`config.mk`:
```
export PLATFORM = sky130hd
export DESIGN_NAME = delta_list_task_timer_queue
export DESIGN_NICKNAME = d
export VERILOG_FILES = /design/src/rtl/core/dltq_pkg.sv /design/src/rtl/core/dltq_cell.sv /design/src/rtl/core/delta_list_task_timer_queue.sv
export SDC_FILE = /design/constraint.sdc
export NUM_CORES = 2
export LEC_CHECK = 0
export BUFFER_PORTS_ARGS = -buffer_cell sky130_fd_sc_hd__clkbuf_2
export CORE_MARGIN = 8
export CORE_UTILIZATION = 25
export DETAILED_ROUTE_END_ITERATION = 6
export PLACE_DENSITY_LB_ADDON = 0.1
export RECOVER_POWER = 100
export SLEW_MARGIN = 20
export SYNTH_ARGS = -nofsm -noshare
export SYNTH_HDL_FRONTEND = slang
export SYNTH_SLANG_ARGS = --single-unit
```
`constraint.sdc`:
```
create_clock -name clk_i -period 9.92 [get_ports clk_i]
set_input_delay 1.488 -clock clk_i [delete_from_list [all_inputs] [get_ports clk_i]]
set_output_delay 1.488 -clock clk_i [all_outputs]
set_load 0.005 [all_outputs]
```
`src/rtl/core/dltq_pkg.sv`:
```
package dltq_pkg;

  localparam int MaxTasks  = 16;
  localparam int ResultCap = 16;
  localparam int IdxW      = (MaxTasks > 1) ? $clog2(MaxTasks) : 1;
  localparam int CntW      = $clog2(MaxTasks + 1);
  localparam int NumW      = $clog2(ResultCap + 1);

  typedef enum logic [1:0] {
    ModeTick     = 2'd0,
    ModeAdd      = 2'd1,
    ModeDelete   = 2'd2,
    ModeDispatch = 2'd3
  } mode_e;

  typedef enum logic [2:0] {
    KindTicked     = 3'd0,
    KindAdded      = 3'd1,
    KindAddFull    = 3'd2,
    KindDeleted    = 3'd3,
    KindDeleteFail = 3'd4,
    KindDue        = 3'd5,
    KindNoneDue    = 3'd6
  } kind_e;

  typedef struct packed {
    logic [1:0]  mode;
    logic [15:0] delay_ticks;
    logic [15:0] period_ticks;
    logic [7:0]  task_handle;
    logic [7:0]  task_id;
  } in_t;

  typedef struct packed {
    logic [2:0] kind;
    logic [7:0] result_id;
    logic [7:0] result_handle;
    logic       last;
  } out_t;

  typedef struct packed {
    logic [15:0] delta;
    logic [15:0] period;
    logic [7:0]  id;
    logic [7:0]  handle;
  } entry_t;

  typedef enum logic [1:0] {
    CellNone   = 2'd0,
    CellDec    = 2'd1,
    CellInsert = 2'd2,
    CellRemove = 2'd3
  } cell_op_e;

  typedef struct packed {
    cell_op_e         op;
    logic [IdxW-1:0]  pos;
    entry_t           ent;
  } cell_cmd_t;

endpackage

```
`src/rtl/core/dltq_cell.sv`:
```
module dltq_cell (
  input  logic               clk_i,
  input  logic [dltq_pkg::IdxW-1:0] idx_i,
  input  dltq_pkg::cell_cmd_t cmd_i,
  input  dltq_pkg::entry_t   prev_i,
  input  dltq_pkg::entry_t   next_i,
  output dltq_pkg::entry_t   own_o
);
  import dltq_pkg::*;

  entry_t          own_q, own_d;
  logic [CntW-1:0] idx_x, pos_x;
  logic [16:0]     sum;

  assign idx_x = CntW'(idx_i);
  assign pos_x = CntW'(cmd_i.pos);
  assign sum   = {1'b0, next_i.delta} + {1'b0, own_q.delta};

  always_comb begin
    own_d = own_q;
    case (cmd_i.op)
      CellDec: begin
        if (idx_x == '0 && own_q.delta != '0) own_d.delta = own_q.delta - 16'd1;
      end
      CellInsert: begin
        if (idx_x == pos_x) begin
          own_d = cmd_i.ent;
        end else if (idx_x > pos_x) begin
          own_d = prev_i;
          // entry right behind the new one gives up the inserted remainder
          if (idx_x == pos_x + CntW'(1)) own_d.delta = prev_i.delta - cmd_i.ent.delta;
        end
      end
      CellRemove: begin
        if (idx_x == pos_x) begin
          own_d = next_i;
          own_d.delta = sum[16] ? 16'hffff : sum[15:0];
        end else if (idx_x > pos_x) begin
          own_d = next_i;
        end
      end
      default: own_d = own_q;
    endcase
  end

  always_ff @(posedge clk_i) begin
    own_q <= own_d;
  end

  assign own_o = own_q;
endmodule

```
`src/rtl/core/delta_list_task_timer_queue.sv`:
```
// delta-list timer queue
// input channel in_valid_i/in_ready_o carries one word per command: tick, add,
// delete or dispatch. output channel out_valid_o/out_ready_i carries result
// words; the last word of a command has last set.
// the queue is a row of cells, one per task slot; on insert and remove the cells
// from the given slot onward shift away from or toward the head together.
// tick and delete go straight from the idle state to their result word. add walks
// the list one cell per cycle, then inserts and emits its word. dispatch removes
// each due task from the head before emitting it, after any periodic reload walk.
// a new command is taken only once the previous one has put its last word
// into the output register; that word may still wait for the receiver.
// when the receiver stalls, the block holds its next word and waits.
// reset empties the queue and clears the id counter; slot contents are
// left as they are and never read before being written.
module delta_list_task_timer_queue (
  input  logic             clk_i,
  input  logic             rst_ni,
  input  logic             in_valid_i,
  output logic             in_ready_o,
  input  dltq_pkg::in_t    in_data_i,
  output logic             out_valid_o,
  input  logic             out_ready_i,
  output dltq_pkg::out_t   out_data_o
);
  import dltq_pkg::*;

  typedef enum logic [2:0] {
    StIdle, StScan, StDisp, StDrem, StDchk, StEmit
  } state_e;

  state_e          state_q;
  entry_t          ent [MaxTasks];
  entry_t          ent_prev [MaxTasks];
  entry_t          ent_next [MaxTasks];
  cell_cmd_t       cmd;
  logic [CntW-1:0] count_q, pos_q;
  logic [15:0]     rem_q;
  entry_t          nent_q;
  logic [7:0]      idc_q;
  logic [NumW-1:0] num_q;
  logic [1:0]      mode_q;
  logic            more_q, ov_q;
  out_t            res_q, out_q;
  logic            found;
  logic [IdxW-1:0] fpos;
  entry_t          at_pos;
  logic            walk_on;
  logic            emit_fire;

  for (genvar g = 0; g < MaxTasks; g++) begin : g_cell
    if (g == 0) begin : g_first
      assign ent_prev[g] = '0;
    end else begin : g_mid
      assign ent_prev[g] = ent[g-1];
    end
    if (g == MaxTasks - 1) begin : g_last
      assign ent_next[g] = '0;
    end else begin : g_mid2
      assign ent_next[g] = ent[g+1];
    end
    dltq_cell u_cell (
      .clk_i  (clk_i),
      .idx_i  (IdxW'(g)),
      .cmd_i  (cmd),
      .prev_i (ent_prev[g]),
      .next_i (ent_next[g]),
      .own_o  (ent[g])
    );
  end

  // first live entry whose id matches
  always_comb begin
    found = 1'b0;
    fpos  = '0;
    for (int i = 0; i < MaxTasks; i++) begin
      if (!found && CntW'(i) < count_q && ent[i].id == in_data_i.task_id) begin
        found = 1'b1;
        fpos  = IdxW'(i);
      end
    end
  end

  assign at_pos    = ent[pos_q[IdxW-1:0]];
  assign walk_on   = (pos_q < count_q) && (rem_q >= at_pos.delta);
  assign emit_fire = (state_q == StEmit) && (!ov_q || out_ready_i);

  always_comb begin
    cmd     = '0;
    cmd.op  = CellNone;
    case (state_q)
      StIdle: begin
        if (in_valid_i) begin
          if (in_data_i.mode == ModeTick && count_q != '0) cmd.op = CellDec;
          if (in_data_i.mode == ModeDelete && count_q != '0 && found) begin
            cmd.op  = CellRemove;
            cmd.pos = fpos;
          end
        end
      end
      StScan: begin
        if (!walk_on) begin
          cmd.op        = CellInsert;
          cmd.pos       = pos_q[IdxW-1:0];
          cmd.ent       = nent_q;
          cmd.ent.delta = rem_q;
        end
      end
      StDrem: begin
        cmd.op  = CellRemove;
        cmd.pos = '0;
      end
      default: cmd.op = CellNone;
    endcase
  end

  always_ff @(posedge clk_i or negedge rst_ni) begin
    if (!rst_ni) begin
      state_q <= StIdle;
      count_q <= '0;
      idc_q   <= '0;
      ov_q    <= 1'b0;
      more_q  <= 1'b0;
      num_q   <= '0;
      mode_q  <= '0;
      pos_q   <= '0;
      rem_q   <= '0;
      nent_q  <= '0;
      res_q   <= '0;
      out_q   <= '0;
    end else begin
      if (emit_fire) ov_q <= 1'b1;
      else if (out_ready_i) ov_q <= 1'b0;
      case (state_q)
        StIdle: begin
          if (in_valid_i) begin
            mode_q <= in_data_i.mode;
            more_q <= 1'b0;
            state_q <= StEmit;
            case (in_data_i.mode)
              ModeAdd: begin
                idc_q <= idc_q + 8'd1;
                if (count_q == CntW'(MaxTasks)) begin
                  res_q <= '{kind: KindAddFull, result_id: idc_q + 8'd1,
                             result_handle: 8'd0, last: 1'b1};
                end else begin
                  res_q   <= '{kind: KindAdded, result_id: idc_q + 8'd1,
                               result_handle: 8'd0, last: 1'b1};
                  pos_q   <= '0;
                  rem_q   <= in_data_i.delay_ticks;
                  nent_q  <= '{delta: 16'd0, period: in_data_i.period_ticks,
                               id: idc_q + 8'd1, handle: in_data_i.task_handle};
                  state_q <= StScan;
                end
              end
              ModeDelete: begin
                if (count_q == '0) begin
                  res_q <= '{kind: KindDeleteFail, result_id: 8'd0,
                             result_handle: 8'd0, last: 1'b1};
                end else begin
                  res_q <= '{kind: KindDeleted, result_id: 8'd0,
                             result_handle: 8'd0, last: 1'b1};
                  if (found) count_q <= count_q - CntW'(1);
                end
              end
              ModeDispatch: begin
                num_q   <= '0;
                state_q <= StDisp;
              end
              default: begin
                res_q <= '{kind: KindTicked, result_id: 8'd0, result_handle: 8'd0,
                           last: 1'b1};
              end
            endcase
          end
        end
        StScan: begin
          if (walk_on) begin
            rem_q <= rem_q - at_pos.delta;
            pos_q <= pos_q + CntW'(1);
          end else begin
            count_q <= count_q + CntW'(1);
            if (mode_q == ModeAdd) begin
              state_q <= StEmit;
            end else begin
              state_q <= StDrem;
            end
          end
        end
        StDisp: begin
          if (count_q != '0 && ent[0].delta == '0) begin
            res_q   <= '{kind: KindDue, result_id: ent[0].id,
                         result_handle: ent[0].handle, last: 1'b0};
            state_q <= StDrem;
            if (ent[0].period != '0) begin
              // periodic reload goes in before the due entry leaves
              idc_q <= idc_q + 8'd1;
              if (count_q < CntW'(MaxTasks)) begin
                pos_q   <= '0;
                rem_q   <= ent[0].period;
                nent_q  <= '{delta: 16'd0, period: ent[0].period,
                             id: idc_q + 8'd1, handle: ent[0].handle};
                state_q <= StScan;
              end
            end
          end else begin
            res_q   <= '{kind: KindNoneDue, result_id: 8'd0, result_handle: 8'd0,
                         last: 1'b1};
            more_q  <= 1'b0;
            state_q <= StEmit;
          end
        end
        StDrem: begin
          count_q <= count_q - CntW'(1);
          num_q   <= num_q + NumW'(1);
          state_q <= StDchk;
        end
        StDchk: begin
          more_q     <= (num_q < NumW'(ResultCap)) && count_q != '0 && ent[0].delta == '0;
          res_q.last <= !((num_q < NumW'(ResultCap)) && count_q != '0 && ent[0].delta == '0);
          state_q    <= StEmit;
        end
        StEmit: begin
          if (emit_fire) begin
            out_q   <= res_q;
            state_q <= more_q ? StDisp : StIdle;
          end
        end
        default: state_q <= StIdle;
      endcase
    end
  end

  assign in_ready_o  = (state_q == StIdle);
  assign out_valid_o = ov_q;
  assign out_data_o  = out_q;
endmodule
```
==> results.yml <==
status:
  status: "complete, but fails checks"
  violations: "capacitance limit, slew limit"
yosys:
  synth_area_um2: 72900
  synthTopCellsByArea: "edfxtp_1 (32%), ha_1 (8.5%), nand2_1 (6.7%)"
  synthArstFlopShare_pct: 13.3
  yosysMostFrequentCell: "nand2_1"
  ys_types: 103
  synth_fp_nets: 8941
  netlist.area_leader.share_pct: 31.7
  syn_inst: 8359
  ys_seq_elements: 886
  synth_top_area_cell: "edfxtp_1"
  syn_area_per_cell_um2: 8.72
  synth_edf_count: 768
  synth_seq_area_share_pct: 35.7
  synth_flop_cell: "edfxtp_1"
  synth_common_cells: "nand2_1 (1310), nor2_1 (912), edfxtp_1 (768)"
  yosys_warnings: 0
die:
  io_pins: 76
  die_w_um: 556
  die_h_um: 556
  die-area_um2: 309000
  core_um2: 290000
  num_rows: 198
  initial_core_util_pct: 25.1
worst_setup_path:
  r2r_cells: 16
  cp_data_arrival_time_ns: 9.72
  worstSetupStartpointType: "flop"
  path_max_fanout: 65
  crit_required_ns: 10.33
  cp-end-kind: "flop"
  path_class: "reg -> reg"
clocking:
  cts_hold_buf: 0
  cts_sinks: 886
  cts_resized: 0
  clkLatencyLatePin_ns: 0.80
  clk_pin_slew_ns: 0.06
  post-cts-setup-buffers: 0
  cts_buffers: 118
  cts-root-buf: "clkbuf_16"
  cts_tree: "done"
  clockBufferDepth: 3
  htreeDepth: 3
global_route:
  grt_pass1_wl_um: 506000
  grt_max_degree: 200
  antenna_found_initial: 21
  track_usage_pct: 22.1
  gr-total-overflow: 0
  grt_pass1_vias: 67500
detailed_routing:
  post_drt_wl_per_cell_um: 29.3
  wirelength_um: 357000
  drt_first_pass_iters: 5
  antenna_left: 0
  via_per_inst: 5.61
  drt_iter0_drc: 6121
  drc: 0
  vias: 68500
worst_hold_path:
  min_path_cells: 2
  min_path_type: "reg -> reg"
cells_and_area:
  syn_to_final_growth_pct: 12.1
  nNetsFinal: 8791
  drive_gt1_share_pct: 8.04
sta:
  hold_viol: 0
  tightest_slew_ns: 5.28
  finalCritPeriodShare_pct: 93.9
  period_needed_ns: 9.31
  skew_ns: 0.0693
  timing.fmax_ghz: 0.107
  setup_tns_ns: 0
  finalSetupViolations: 0
  relSlewSlack_pct: -252
  drv_slew: 822
  hold_slack_ns: 0.478
  grt_setup_unrepaired: "no"
place:
  gp_congestion: 0.913
  hpwl_um: 255000
  numPortBuffers: 75
flow_run:
  maxCapViolations: 25
flip-flops by register name, indices dropped and copies added (netlist names):
signal               count
state_q                  3
idc_q                    8
pos_q                    5
res_q                   20
out_data_o              20
count_q                  5
mode_q                   2
rem_q                   16
more_q                   1
num_q                    5
out_valid_o              1
g_cell.u_cell.own_o    768
nent_q                  32
stage by stage:
step / utilization [%] / instance area [um2] / instances / setup slack [ns]
after floorplan: - / 72900 / 8359 / 2.09
after global placement: 26.9 / 78000 / 12000 / 1.49
after detailed placement: 26.9 / 78000 / 12000 / 1.36
after CTS: 28.2 / 82000 / 12200 / 1.27
after global routing: 28.1 / 81700 / 12200 / 0.421
final: 28.1 / 81700 / 12200 / 0.607
cell type report:
class / count / area (um2)
clock inverter: 61 / 648
multi-input combinational: 6714 / 43900
sequential: 886 / 26000
antenna: 4 / 10.0
inverter: 178 / 668
tap: 3900 / 4880
fill: 31100 / 209000
clock buffer: 162 / 3330
timing repair buffer: 311 / 2230
cells by family (layout without fill, tap and decap cells):
| logic type | count (synthesis) | in the layout | share of synthesized area (%) |
|---|---|---|---|
| buf+inv | 759 | 712 | 4.35 |
| fa+ha+maj | 528 | 528 | 9.39 |
| simple gates | 3178 | 3178 | 19.4 |
| flops | 886 | 886 | 35.7 |
| mux | 153 | 153 | 3.60 |
| xor+xnor | 491 | 491 | 5.90 |
| compound gates | 2364 | 2364 | 21.7 |
| other cells | 0 | 4 | 0 |
layer usage:
| metal | vias up | GRT usage [%] | share of wire, % |
|---|---|---|---|
| li1 | 31000 | - | - |
| met1 | 34700 | 29.2 | 44 |
| met2 | 2225 | 37.1 | 47 |
| met3 | 557 | 2.19 | 4.8 |
| met4 | 0 | 8.94 | 4.7 |
| met5 | - | 0 | 0 |
path summary, 6_finish.rpt:
kind | slack (ns) | endpoint | start
max | 0.61 | g_cell[3].u_cell.own_o[12] | pos_q[1]
min | 0.48 | res_q[9] | res_q[9]
max reg2reg | 0.61 | g_cell[3].u_cell.own_o[12] | pos_q[1]
min reg2reg | 0.48 | res_q[9] | res_q[9]
max in group asynchronous | 3.11 | rem_q[10] | rst_ni
min in group asynchronous | 2.57 | out_data_o[12] | rst_ni
cells in the final DEF (no fill, tap or decap), drive strengths merged, types with 118 or more instances in the layout:
master / n
a211oi: 157
a21oi: 388
a31oi: 520
buf: 184
clkbuf: 289
dfrtp: 118
edfxtp: 768
ha: 497
inv: 177
nand2: 1312
nand3: 149
nor2: 926
nor3: 233
o21ai: 347
o221ai: 125
o31ai: 125
xnor2: 331
xor2: 160
critical path: stages (launching register included):
cell and delay [ns]:
dfrtp_4 1.04, mux4_2 0.41, mux4_2 0.26, ha_1 0.18
inv_1 0.06, fa_1 0.44, a211oi_1 0.31, o21ai_0 0.20
nand4_1 0.19, nand3_1 0.25, a21oi_4 0.58, clkbuf_1 1.19
nor2_4 0.05, inv_1 1.10, nand3_1 0.48, inv_1 0.96
clkbuf_2 1.07
Power is not shown: default switching activity piles up to over one toggle a cycle in this logic, so the estimate is an artifact.
